## config.mk

```make
export PLATFORM = sky130hd
export DESIGN_NAME = modular_exponentiation
export DESIGN_NICKNAME = d
export VERILOG_FILES = /design/src/rtl/core/mexp_pkg.sv /design/src/rtl/core/mexp_mulmod.sv /design/src/rtl/core/mexp_dp.sv /design/src/rtl/core/mexp_ctrl.sv /design/src/rtl/core/modular_exponentiation.sv
export SDC_FILE = /design/constraint.sdc
export NUM_CORES = 1
export LEC_CHECK = 0
export BUFFER_PORTS_ARGS = -buffer_cell sky130_fd_sc_hd__clkbuf_2
export CORE_MARGIN = 1
export CORE_UTILIZATION = 45
export CTS_CLUSTER_DIAMETER = 50
export DETAILED_ROUTE_END_ITERATION = 12
export PLACE_DENSITY = 0.61
export REMOVE_ABC_BUFFERS = 1
export SYNTH_ARGS = -nofsm -noshare
export SYNTH_HDL_FRONTEND = slang
export SYNTH_HIERARCHICAL = 1
export SYNTH_SLANG_ARGS = --single-unit
```

## constraint.sdc

```tcl
create_clock -name clk -period 7.8 [get_ports clk]
set_clock_uncertainty 0.05 [all_clocks]
set_input_delay 0.78 -clock clk [delete_from_list [all_inputs] [get_ports clk]]
set_output_delay 0.78 -clock clk [all_outputs]
set_load 0.02 [all_outputs]
```

## src/rtl/core/mexp_pkg.sv

```systemverilog
// Shared types and constants for the modular exponentiation block.
// Depends on nothing; imported by every module under rtl/core.
`timescale 1ns / 1ps

package mexp_pkg;

    localparam int WIDTH_DEFAULT = 32;
    localparam int FIELD_W       = 32;

    // operand routing for the shared modular multiplier
    typedef enum logic [1:0] {
        OP_RED = 2'd0,   // base * 1 mod m (initial reduction)
        OP_MUL = 2'd1,   // acc * sq mod m
        OP_SQR = 2'd2    // sq * sq mod m
    } opsel_t;

    typedef struct packed {
        logic   load;
        logic   mul_start;
        opsel_t sel;
        logic   wr_acc;
        logic   wr_sq;
        logic   shift_exp;
        logic   emit;
    } mexp_cmd_t;

    typedef struct packed {
        logic mul_done;
        logic mul_busy;
        logic exp_zero;
        logic exp_last;
        logic exp_lsb;
    } mexp_stat_t;

endpackage

```

## src/rtl/core/mexp_mulmod.sv

```systemverilog
// Bit-serial interleaved modular multiplier: one multiplier bit per cycle, MSB first.
// Depends on mexp_pkg. A modulus of zero means wrap at WIDTH bits.
`timescale 1ns / 1ps

module mexp_mulmod
    import mexp_pkg::*;
#(
    parameter int WIDTH = WIDTH_DEFAULT
)
(
    input  logic             clk,
    input  logic             rst_n,
    input  logic             start,
    input  logic [WIDTH-1:0] x,
    input  logic [WIDTH-1:0] y,
    input  logic [WIDTH-1:0] m,
    output logic             busy,
    output logic             done,
    output logic [WIDTH-1:0] product
);

    localparam int CNT_W = $clog2(WIDTH);
    localparam int T_W   = WIDTH + 2;

    logic             busy_reg, busy_next;
    logic             done_reg, done_next;
    logic [CNT_W-1:0] cnt_reg, cnt_next;
    logic [WIDTH-1:0] r_reg, r_next;
    logic [WIDTH-1:0] x_reg, x_next;
    logic [WIDTH-1:0] y_reg, y_next;
    logic [WIDTH-1:0] m_reg, m_next;
    logic             mz_reg, mz_next;

    logic [T_W-1:0] t;
    logic [T_W-1:0] m1_ext;
    logic [T_W-1:0] m2_ext;
    logic [WIDTH-1:0] r_step;

    // r < m and y < m, so 2r + y < 3m: at most one of m or 2m comes off
    always_comb
    begin
        m1_ext = T_W'(m_reg);
        m2_ext = T_W'({m_reg, 1'b0});
        t = T_W'({r_reg, 1'b0}) + (x_reg[WIDTH-1] ? T_W'(y_reg) : '0);
        if (mz_reg)
        begin
            r_step = t[WIDTH-1:0];
        end
        else if (t >= m2_ext)
        begin
            r_step = WIDTH'(t - m2_ext);
        end
        else if (t >= m1_ext)
        begin
            r_step = WIDTH'(t - m1_ext);
        end
        else
        begin
            r_step = t[WIDTH-1:0];
        end
    end

    always_comb
    begin
        busy_next = busy_reg;
        done_next = 1'b0;
        cnt_next  = cnt_reg;
        r_next    = r_reg;
        x_next    = x_reg;
        y_next    = y_reg;
        m_next    = m_reg;
        mz_next   = mz_reg;
        if (start && !busy_reg)
        begin
            busy_next = 1'b1;
            cnt_next  = CNT_W'(WIDTH - 1);
            r_next    = '0;
            x_next    = x;
            y_next    = y;
            m_next    = m;
            mz_next   = (m == '0);
        end
        else if (busy_reg)
        begin
            r_next = r_step;
            x_next = {x_reg[WIDTH-2:0], 1'b0};
            cnt_next = cnt_reg - CNT_W'(1);
            if (cnt_reg == '0)
            begin
                busy_next = 1'b0;
                done_next = 1'b1;
            end
        end
    end

    always_ff @(posedge clk or negedge rst_n)
    begin
        if (!rst_n)
        begin
            busy_reg <= 1'b0;
            done_reg <= 1'b0;
            cnt_reg  <= '0;
        end
        else
        begin
            busy_reg <= busy_next;
            done_reg <= done_next;
            cnt_reg  <= cnt_next;
        end
    end

    always_ff @(posedge clk)
    begin
        r_reg  <= r_next;
        x_reg  <= x_next;
        y_reg  <= y_next;
        m_reg  <= m_next;
        mz_reg <= mz_next;
    end

    assign busy    = busy_reg;
    assign done    = done_reg;
    assign product = r_reg;

endmodule

```

## src/rtl/core/mexp_dp.sv

```systemverilog
// Datapath: operand registers, exponent shifter, result register and the shared multiplier.
// Depends on mexp_pkg and mexp_mulmod; driven by mexp_ctrl through mexp_cmd_t.
`timescale 1ns / 1ps

module mexp_dp
    import mexp_pkg::*;
#(
    parameter int WIDTH = WIDTH_DEFAULT
)
(
    input  logic               clk,
    input  logic               rst_n,
    input  mexp_cmd_t          cmd,
    output mexp_stat_t         stat,
    input  logic [FIELD_W-1:0] base,
    input  logic [FIELD_W-1:0] exponent,
    input  logic [FIELD_W-1:0] modulus,
    output logic               done,
    output logic [FIELD_W-1:0] power_residue
);

    logic [WIDTH-1:0]   acc_reg, acc_next;
    logic [WIDTH-1:0]   sq_reg, sq_next;
    logic [WIDTH-1:0]   exp_reg, exp_next;
    logic [WIDTH-1:0]   m_reg, m_next;
    logic [FIELD_W-1:0] res_reg, res_next;
    logic               done_reg;

    logic [WIDTH-1:0] base_in, exp_in, mod_in;
    logic [WIDTH-1:0] one_red;
    logic [WIDTH-1:0] mul_x, mul_y;
    logic [WIDTH-1:0] product;
    logic             mul_busy, mul_done;

    assign base_in = base[WIDTH-1:0];
    assign exp_in  = exponent[WIDTH-1:0];
    assign mod_in  = modulus[WIDTH-1:0];

    // 1 mod m: zero for a modulus of one, otherwise one
    assign one_red = (m_reg == WIDTH'(1)) ? '0 : WIDTH'(1);

    always_comb
    begin
        case (cmd.sel)
            OP_RED:
            begin
                mul_x = sq_reg;
                mul_y = one_red;
            end
            OP_MUL:
            begin
                mul_x = acc_reg;
                mul_y = sq_reg;
            end
            OP_SQR:
            begin
                mul_x = sq_reg;
                mul_y = sq_reg;
            end
            default:
            begin
                mul_x = sq_reg;
                mul_y = sq_reg;
            end
        endcase
    end

    mexp_mulmod #(
        .WIDTH (WIDTH)
    ) u_mulmod (
        .clk     (clk),
        .rst_n   (rst_n),
        .start   (cmd.mul_start),
        .x       (mul_x),
        .y       (mul_y),
        .m       (m_reg),
        .busy    (mul_busy),
        .done    (mul_done),
        .product (product)
    );

    always_comb
    begin
        acc_next = acc_reg;
        sq_next  = sq_reg;
        exp_next = exp_reg;
        m_next   = m_reg;
        res_next = res_reg;
        if (cmd.load)
        begin
            sq_next  = base_in;
            exp_next = exp_in;
            m_next   = mod_in;
            // zero exponent answers 1 even for a modulus of one
            if (exp_in == '0 || mod_in != WIDTH'(1))
            begin
                acc_next = WIDTH'(1);
            end
            else
            begin
                acc_next = '0;
            end
        end
        if (cmd.wr_acc)
        begin
            acc_next = product;
        end
        if (cmd.wr_sq)
        begin
            sq_next = product;
        end
        if (cmd.shift_exp)
        begin
            exp_next = {1'b0, exp_reg[WIDTH-1:1]};
        end
        if (cmd.emit)
        begin
            res_next = FIELD_W'(acc_reg);
        end
    end

    always_ff @(posedge clk)
    begin
        acc_reg <= acc_next;
        sq_reg  <= sq_next;
        exp_reg <= exp_next;
        m_reg   <= m_next;
        res_reg <= res_next;
    end

    always_ff @(posedge clk or negedge rst_n)
    begin
        if (!rst_n)
        begin
            done_reg <= 1'b0;
        end
        else
        begin
            done_reg <= cmd.emit;
        end
    end

    always_comb
    begin
        stat.mul_done = mul_done;
        stat.mul_busy = mul_busy;
        stat.exp_zero = (exp_reg == '0);
        stat.exp_last = (exp_reg[WIDTH-1:1] == '0);
        stat.exp_lsb  = exp_reg[0];
    end

    assign done          = done_reg;
    assign power_residue = res_reg;

endmodule

```

## src/rtl/core/mexp_ctrl.sv

```systemverilog
// Controller: sequences reduction, multiply and square steps over the exponent bits.
// Depends on mexp_pkg; talks to mexp_dp only through mexp_cmd_t and mexp_stat_t.
`timescale 1ns / 1ps

module mexp_ctrl
    import mexp_pkg::*;
(
    input  logic       clk,
    input  logic       rst_n,
    input  logic       start,
    output logic       busy,
    input  mexp_stat_t stat,
    output mexp_cmd_t  cmd
);

    typedef enum logic [6:0] {
        S_IDLE     = 7'b0000001,
        S_RED_GO   = 7'b0000010,
        S_RED_WAIT = 7'b0000100,
        S_CHECK    = 7'b0001000,
        S_MUL_WAIT = 7'b0010000,
        S_SQR_WAIT = 7'b0100000,
        S_DONE     = 7'b1000000
    } state_t;

    state_t state_reg, state_next;

    always_comb
    begin
        state_next    = state_reg;
        cmd.load      = 1'b0;
        cmd.mul_start = 1'b0;
        cmd.sel       = OP_SQR;
        cmd.wr_acc    = 1'b0;
        cmd.wr_sq     = 1'b0;
        cmd.shift_exp = 1'b0;
        cmd.emit      = 1'b0;
        case (state_reg)
            S_IDLE:
            begin
                if (start)
                begin
                    cmd.load   = 1'b1;
                    state_next = S_RED_GO;
                end
            end
            S_RED_GO:
            begin
                if (stat.exp_zero)
                begin
                    state_next = S_DONE;
                end
                else
                begin
                    cmd.mul_start = 1'b1;
                    cmd.sel       = OP_RED;
                    state_next    = S_RED_WAIT;
                end
            end
            S_RED_WAIT:
            begin
                cmd.sel = OP_RED;
                if (stat.mul_done)
                begin
                    cmd.wr_sq  = 1'b1;
                    state_next = S_CHECK;
                end
            end
            S_CHECK:
            begin
                if (stat.exp_zero)
                begin
                    state_next = S_DONE;
                end
                else if (stat.exp_lsb)
                begin
                    cmd.mul_start = 1'b1;
                    cmd.sel       = OP_MUL;
                    state_next    = S_MUL_WAIT;
                end
                else
                begin
                    cmd.mul_start = 1'b1;
                    cmd.sel       = OP_SQR;
                    state_next    = S_SQR_WAIT;
                end
            end
            S_MUL_WAIT:
            begin
                cmd.sel = OP_MUL;
                if (stat.mul_done)
                begin
                    cmd.wr_acc = 1'b1;
                    if (stat.exp_last)
                    begin
                        // top exponent bit done: the last square is never used
                        state_next = S_DONE;
                    end
                    else
                    begin
                        cmd.mul_start = 1'b1;
                        cmd.sel       = OP_SQR;
                        state_next    = S_SQR_WAIT;
                    end
                end
            end
            S_SQR_WAIT:
            begin
                cmd.sel = OP_SQR;
                if (stat.mul_done)
                begin
                    cmd.wr_sq     = 1'b1;
                    cmd.shift_exp = 1'b1;
                    state_next    = S_CHECK;
                end
            end
            S_DONE:
            begin
                cmd.emit   = 1'b1;
                state_next = S_IDLE;
            end
            default:
            begin
                state_next = S_IDLE;
            end
        endcase
    end

    always_ff @(posedge clk or negedge rst_n)
    begin
        if (!rst_n)
        begin
            state_reg <= S_IDLE;
        end
        else
        begin
            state_reg <= state_next;
        end
    end

    assign busy = (state_reg != S_IDLE);

endmodule

```

## src/rtl/core/modular_exponentiation.sv

```systemverilog
// Modular exponentiation (square-and-multiply): base^exponent mod modulus.
// Usage and timing:
//   Request channel: drive base, exponent and modulus and raise start; the request
//   is taken at a rising edge where start is high and busy is low. busy stays high
//   until the block can take the next request.
//   Result channel: done pulses for one cycle with power_residue valid; the
//   receiver cannot stall, so the result must be captured in that cycle.
//   Only the low WIDTH bits of each input are used. Zero exponent gives 1.
//   All arithmetic runs on one bit-serial modular multiplier, one product at a
//   time. A request with a nonzero exponent needs one reduction of the base,
//   then per exponent bit up to its top set bit one multiply where the bit is
//   set and one square below the top bit (the final square is skipped). The
//   block takes one request at a time. A zero exponent skips the multiplier.
//   The next request may start in the cycle done is high.
//   Reset clears the controller and the done strobe; no request is in flight.
// Depends on mexp_pkg, mexp_ctrl, mexp_dp, mexp_mulmod.
`timescale 1ns / 1ps

module modular_exponentiation
    import mexp_pkg::*;
#(
    parameter int WIDTH = WIDTH_DEFAULT
)
(
    input  logic               clk,
    input  logic               rst_n,
    input  logic               start,
    output logic               busy,
    input  logic [FIELD_W-1:0] base,
    input  logic [FIELD_W-1:0] exponent,
    input  logic [FIELD_W-1:0] modulus,
    output logic               done,
    output logic [FIELD_W-1:0] power_residue
);

    mexp_cmd_t  cmd;
    mexp_stat_t stat;

    mexp_ctrl u_ctrl (
        .clk   (clk),
        .rst_n (rst_n),
        .start (start),
        .busy  (busy),
        .stat  (stat),
        .cmd   (cmd)
    );

    mexp_dp #(
        .WIDTH (WIDTH)
    ) u_dp (
        .clk           (clk),
        .rst_n         (rst_n),
        .cmd           (cmd),
        .stat          (stat),
        .base          (base),
        .exponent      (exponent),
        .modulus       (modulus),
        .done          (done),
        .power_residue (power_residue)
    );

    // a taken request holds the block busy on the next cycle
    assert property (@(posedge clk) disable iff (!rst_n)
        (start && !busy) |=> busy)
        else $error("request taken but block not busy");

    // never launch a product while the multiplier is still working
    assert property (@(posedge clk) disable iff (!rst_n)
        cmd.mul_start |-> !stat.mul_busy)
        else $error("multiplier started while busy");

    // a result strobe only follows a controller emit
    assert property (@(posedge clk) disable iff (!rst_n)
        done |-> $past(cmd.emit))
        else $error("result strobe without emit");

    // results are only written back when a product has completed
    assert property (@(posedge clk) disable iff (!rst_n)
        (cmd.wr_acc || cmd.wr_sq) |-> stat.mul_done)
        else $error("write-back without finished product");

endmodule

```

; After elaboration in Yosys (flattened, before gate mapping)
; Index checks and enable logic that the tools add are counted.
[totals]
register_bits = 304
in_bits = 99
output_inout_bits = 34
elab_cells = 98
[classes]
addsub = 4
n_lt_le_gt_ge = 2
n_eq_ne = 14
n_mux = 47
reduce_logical = 15
[op_table]
columns = cell, count
row1 = $mux 32, 12
row2 = $logic_not 32->1, 3
row3 = $sub 32x32->32, 2
row4 = $mux 31, 2
row5 = $mux 7, 6
row6 = $pmux 7 s5, 1
row7 = $add 33x32->34, 1
row8 = $ge 34x32->1, 1
row9 = $ge 34x33->1, 1
row10 = $eq 32x1->1 const B, 1
row11 = $ne 32x1->1 const B, 1
row12 = $logic_not 31->1, 1
row13 = $mux 1, 14
row14 = $mux 5, 2
row15 = $mux 3, 3
row16 = $pmux 2 s4, 1
row17 = $reduce_bool 2->1, 4
row18 = $eq 7x1->1 const B, 1
row19 = $eq 7x2->1 const B, 1
row20 = $eq 7x3->1 const B, 1
row21 = $eq 7x4->1 const B, 1
row22 = $eq 7x5->1 const B, 1
row23 = $eq 7x6->1 const B, 1
row24 = $eq 7x7->1 const B, 1
row25 = 17 further kinds, 19

; Longest topological paths before layout
; Gate-level depths: netlist (run 1).
[depth]
depth_word = 7
mapped_depth = 26
depth_no_buf = 24

; By module
; The synthesis (run 1) kept the hierarchy.
[modules_own_cells]
columns = module, n_inst, cells_per_inst, area_per_inst_um2, seq_area_each_um2
row1 = mexp_mulmod, 1, 1106, 10393.7, 3728.6
row2 = mexp_dp, 1, 395, 6712.7, 4819.6
row3 = mexp_ctrl, 1, 66, 583.1, 176.4

; Worst setup path after synthesis (run 1)
; OpenSTA, ideal clock, no wires.
[synth_timing]
path_kind = reg2reg
from = register u_dp.u_mulmod.x_reg[31]
to = register u_dp.u_mulmod.r_reg[8] (netlist: u_dp/u_mulmod/product[8])
setup_ps = 117
arrival_time_ps = 5371
t_required_ps = 7633
setup_slack_ps = 2262
stages_incl_launch_ff = 23
n_path_buf = 2
period_less_slack_ps = 5538
path_cell_list = edfxtp_1 -> clkbuf_1 -> and2_1 -> ha_1 -> nor2b_1 -> o31a_1 -> o41a_1 -> a31o_1 -> a21oi_1 -> o21a_1 -> nor2_1 -> mux2i_1 -> or2_2 -> ha_1 -> nand2_1 -> or3_1 -> or4_1 -> o21a_1 -> and4b_1 -> buf_6 -> a21o_2 -> a22o_1 -> a22o_1
[synth_between]
elab_chain_cells = 6
word_cells_on_any_way = 9
cone_classes = add/sub (3) / order compare (2) / mux (4)
[synth_rtl]
columns = element, line
row1 = "start, declared", mexp_mulmod.sv:29  ; logic [WIDTH-1:0] x_reg, x_next;
row2 = "start signal, assigned", mexp_mulmod.sv:115  ; x_reg <= x_next;
row3 = $mux 32 *, mexp_mulmod.sv:44  ; t = T_W'({r_reg, 1'b0}) + (x_reg[WIDTH-1] ? T_W'(y_reg) : '0);
row4 = $add 33x32->34 *, mexp_mulmod.sv:44
row5 = $sub 32x32->32 / $ge 34x32->1 (equally long branches), "mexp_mulmod.sv:55, mexp_mulmod.sv:53"
row6 = $mux 32, mexp_mulmod.sv:53  ; else if (t >= m1_ext)
row7 = $mux 32, mexp_mulmod.sv:49  ; else if (t >= m2_ext)
row8 = $mux 32 *, mexp_mulmod.sv:45  ; if (mz_reg)
row9 = "end signal, assigned", mexp_mulmod.sv:114  ; r_reg <= r_next;
row10 = "end, declared", mexp_mulmod.sv:28  ; logic [WIDTH-1:0] r_reg, r_next;
; Mark *: on every way between the ends. The rest lies on a longest branch, timed or not.
; A chain may end at the register's enable or synchronous reset.

; Worst setup path after layout (run 1)
[layout_timing]
from = register u_dp.u_mulmod.x_reg[31]
to = register u_dp.u_mulmod.r_reg[19] (netlist: u_dp/u_mulmod/product[19])
; Same word-level chain as after synthesis.

==> results.ini, run 1 <==
[setup_path]
cp_max_fo=32
cp.arrival_ps=7480
startpoint_type=flip-flop
crit_path_end_kind=flip-flop
worstPathRequired_ps=8200
r2r_cells=22
crit_type=reg -> reg

[placed_design]
port-buffer-count=132
dp_cells=2170
hpwl_um=35000
place_congestion=0.961

[clock_tree]
clk_pin_slew_ps=60
clock_latency_ps=570
cts_tree=built
cts_root_buffer=clkbuf_16
hold_buffers=0
htreeDepth=2
cts.repair.resized=0
clock-sinks=304
post_cts_buffers=0
clockBufferDepth=3
numCtsBuffers=38

[die]
die_h_um=200
die_area_um2=40100
ioPinCount=133
core_um2=38700
initial_core_util=0.456
num_rows=72
fp.dieW_um=200

[drt]
wl_per_cell_um=20.9
vias=13000
drcViolationCount=0
drt_iter0_drc=1126
antenna_left=0
drt_first_pass_iters=5
wl_um=46800
routed_via_density=5.79

[sta]
max_freq_ghz=0.141
maxSlewViolCount=0
tns_ps=0
period_share=0.907
max_slew_margin=0.264
final_hold_viol_count=0
grt_setup_unrepaired=false
worst_slew_pin_slew_ps=1100
fin_crit_ps=7070
finalSetupViolCount=0

[cells_and_area]
layoutNonFillerInstCount=2239
n_antenna_cell=0
layout_commonest_cell=edfxtp_1
drive_above_1_share=0.210
syn_to_final_growth_pct=14.1
fin_nets=1891
final_cell_mix=256 x edfxtp_1, 132 x clkbuf_2, 124 x mux2_2, 97 x ha_1, 86 x a21oi_1

[hold_path]
min-delay-path-class=in -> async

[grt]
track_usage=0.234
grt_overflow=0
grt_max_degree=47
antenna_found_initial=0
grt_pass1_wl_um=73200
grt_pass1_vias=12600

[status]
run_status=finished clean

[job]
maxCapViolCount=0

[yosys]
syn-mean-instance-area_um2=11.3
synth_warnings=6
synthCells=1566
syn_area_um2=17700

==> cell type report <==
cell class	instances	area, um2
well taps	518	648
inverters	70	263
multi-input cells	1133	8470
fillers	3477	18600
clock buffers	44	995
repair buffers	145	758
clock inverters	25	323
flip-flops and latches	304	8720
==> metal layers <==
metal	wire length (um)	part of all wire	global-route usage
met2	20100	0.43	0.345
met1	23000	0.49	0.350
met4	989	0.021	0.0621
met3	2760	0.059	0.0430
met5	0	0	0
==> worst max-delay path, cell delays in order, from the launching register on <==
cell and delay (ps):
edfxtp_1 730, and2_1 290, ha_1 190, inv_1 70, fa_1 200, nor2b_1 70
o31a_1 260, o41a_1 460, a31o_1 270, a21oi_1 410, o21ai_1 150, a2111oi_0 370
nand3b_1 290, ha_1 350, a21oi_1 210, o211ai_1 140, a31oi_1 150, or4b_1 440
a22oi_1 270, o211ai_1 400, nand2_1 690, o21ai_0 200, o32ai_1 250
==> final timing paths <==
path / from / to / slack [ps]
min in group clk: start / u_ctrl/state_reg[0]$_DFFE_PN1P_ / 360
min: rst_n / u_dp/done$_DFF_PN0_ / 110
min reg2reg: u_dp/acc_reg[10]$_SDFFCE_PN0P_ / u_dp/power_residue[10]$_DFFE_PP_ / 390
max: u_dp/u_mulmod/x_reg[31]$_DFFE_PP_ / u_dp/u_mulmod/product[19]$_SDFFE_PP0P_ / 730
max in group asynchronous: rst_n / u_ctrl/state_reg[0]$_DFFE_PN1P_ / 7250
max reg2reg: u_dp/u_mulmod/x_reg[31]$_DFFE_PP_ / u_dp/u_mulmod/product[19]$_SDFFE_PP0P_ / 730
==> through the flow <==
step                      hold slack [ps]  utilization  area (um2)  setup WS [ps]
after floorplan                       370            -       17400           1310
after global placement                372        0.487       18900            605
after detailed placement              379        0.487       18900            517
after CTS                            93.0        0.521       20200            479
after global routing                  119        0.521       20200           51.2
final                                 111        0.521       20200            725
Power of run 1 is left out: the tool's default activity adds up to more than one toggle a clock period on the data nets, which glitch-free logic cannot reach.
==> inputs of run 2 (changes only) <==
--- a/config.mk
+++ b/config.mk
@@ -5,12 +5,12 @@
 export SDC_FILE = /design/constraint.sdc
 export NUM_CORES = 1
 export LEC_CHECK = 0
+export ABC_AREA = 1
 export BUFFER_PORTS_ARGS = -buffer_cell sky130_fd_sc_hd__clkbuf_2
-export CORE_MARGIN = 1
-export CORE_UTILIZATION = 45
+export CORE_UTILIZATION = 59
 export CTS_CLUSTER_DIAMETER = 50
 export DETAILED_ROUTE_END_ITERATION = 12
-export PLACE_DENSITY = 0.61
+export PLACE_DENSITY = 0.76
 export REMOVE_ABC_BUFFERS = 1
 export SYNTH_ARGS = -nofsm -noshare
 export SYNTH_HDL_FRONTEND = slang
==> run 2 against run 1 <==
Net effect:
- area after synthesis rose by 9.2%
- sequential share of layout area decreased by 2.7 points
- register-to-register slack better by 780 ps
- critical path type unchanged
- first-iteration DRC count grew 88%
- fmax rose by 12%
- worst hold slack barely moved
- flip-flop and latch count unchanged
- synthesized cell count grew 57%
==> results.ini, run 2 <==
[status]
run_status=finished clean

[placed_design]
hpwl_um=46000  ; +32%
place_congestion=1.04  ; +8.3%
pre_cts_ws_ps=1690  ; +1170 ps
placed_cell_area_um2=20400  ; +8.0%
port-buffer-count=132  ; unchanged

[die]
die_h_um=183  ; -8.6%
core_um2=31900  ; -18%
fp.dieW_um=183  ; -8.6%
num_rows=65  ; -9.7%
ioPinCount=133  ; unchanged
initial_core_util=0.606  ; +0.149
die_area_um2=33500  ; -17%

[drt]
routed_via_density=5.74  ; -0.79%
drt_first_pass_iters=9  ; +4
antenna_left=0  ; unchanged
wl_um=59100  ; +26%
drt_iter0_drc=2117  ; +88%
drcViolationCount=0  ; unchanged
wl_per_cell_um=19.4  ; -7.3%
vias=17500  ; +35%

[setup_path]
worstPathRequired_ps=8170  ; -30 ps
cp_slowest_cell=edfxtp_1
slowest_delay_ps=950  ; +220 ps
startpoint_type=flip-flop
cp_max_fo=25  ; -22%
cp_common_cell=nand2_1
critical_path_buf_inv_count=3  ; +2
path_delay_family=simple AND/OR/NAND/NOR gates
cp.arrival_ps=6670  ; -810 ps
crit_type=reg -> reg
crit_path_end_kind=flip-flop

[hold_path]
min-delay-path-class=in -> async

[clock_tree]
htreeDepth=2  ; unchanged
numCtsBuffers=35  ; -7.9%
hold_buffers=0  ; unchanged
clk_pin_slew_ps=60  ; about the same
post_cts_buffers=0  ; unchanged
clockBufferDepth=3  ; unchanged
cts_root_buffer=clkbuf_16
clock-sinks=304  ; unchanged
cts.repair.resized=0  ; unchanged
cts_tree=built
clock_latency_ps=530  ; -40 ps

[grt]
antenna_found_initial=0  ; unchanged
grt_max_degree=65  ; +38%
grt_pass1_vias=16800  ; +33%
grt_overflow=0  ; unchanged
track_usage=0.356  ; +0.122
grt_pass1_wl_um=90700  ; +24%

[cells_and_area]
final_util=0.675  ; +0.154
fin_nets=2789  ; +47%
n_antenna_cell=0  ; unchanged
design_area_um2=21500  ; +6.7%
final_cell_mix=750 x nand2_1, 336 x inv_1, 282 x nor2_1, 256 x edfxtp_1, 170 x a21oi_1
layout_commonest_cell=nand2_1
drive_above_1_share=0.103  ; -0.107
syn_to_final_growth_pct=11.5
fill_cells=2583  ; -26%

[sta]
grt_setup_unrepaired=false
worst_slew_pin_slew_ps=1360  ; +257 ps
maxSlewViolCount=0  ; unchanged
final_hold_viol_count=0  ; unchanged
fin_ws_ps=1500  ; +776 ps
max_freq_ghz=0.159  ; +12%
holdWs_ps=111  ; +0.378 ps
finalSetupViolCount=0  ; unchanged
period_share=0.808  ; -0.0995
fin_crit_ps=6300  ; -776 ps
max_slew_margin=0.0939  ; -0.170

[yosys]
synth_warnings=6  ; unchanged
synthCells=2461  ; +57%
syn_area_um2=19300  ; +9.2%
syn-mean-instance-area_um2=7.85  ; -31%

[job]
maxCapViolCount=0  ; unchanged

-- run 2: final timing paths --
check	depth (start not counted)	endpoint	slack, ps	start
max reg2reg	29	u_dp/u_mulmod/product[14]$_SDFFE_PP0P_	1500	u_dp/u_mulmod/x_reg[31]$_DFFE_PP_
min reg2reg	0	u_dp/power_residue[18]$_DFFE_PP_	400	u_dp/acc_reg[18]$_SDFFCE_PN0P_
max	29	u_dp/u_mulmod/product[14]$_SDFFE_PP0P_	1500	u_dp/u_mulmod/x_reg[31]$_DFFE_PP_
min in group clk	0	u_dp/power_residue[18]$_DFFE_PP_	400	u_dp/acc_reg[18]$_SDFFCE_PN0P_
max in group asynchronous	1	u_ctrl/state_reg[0]$_DFFE_PN1P_	7260	rst_n
min	1	u_dp/u_mulmod/cnt_reg[1]$_DFFE_PN0P_	110	rst_n
-- run 2: layout make-up --
class | count | area (um2) | area share
clock buffers | 42 | 923 | 0.0429
clock inverters | 19 | 235 | 0.0109
inverters | 349 | 1310 | 0.0608
multi-input cells | 1754 | 9030 | 0.419
flip-flops and latches | 304 | 8720 | 0.405
well taps | 435 | 544 | 0.0253
repair buffers | 146 | 766 | 0.0356
-- run 2: per-stage QoR --
step                      setup TNS, ps  std cells
final                                 0       3049
after global routing                  0       3049
after CTS                             0       3049
after detailed placement              0       2988
after global placement                0       2988
after floorplan                  -21710       2407
-- run 2: layer usage --
layer / track usage / up-vias / share of wire
met3: 0.0504 / 151 / 0.087
met2: 0.606 / 943 / 0.47
li1: - / 8271 / -
met1: 0.476 / 8151 / 0.41
met4: 0.0993 / 0 / 0.029
met5: 0 / - / 0
Power of run 2 is left out for the same reason.
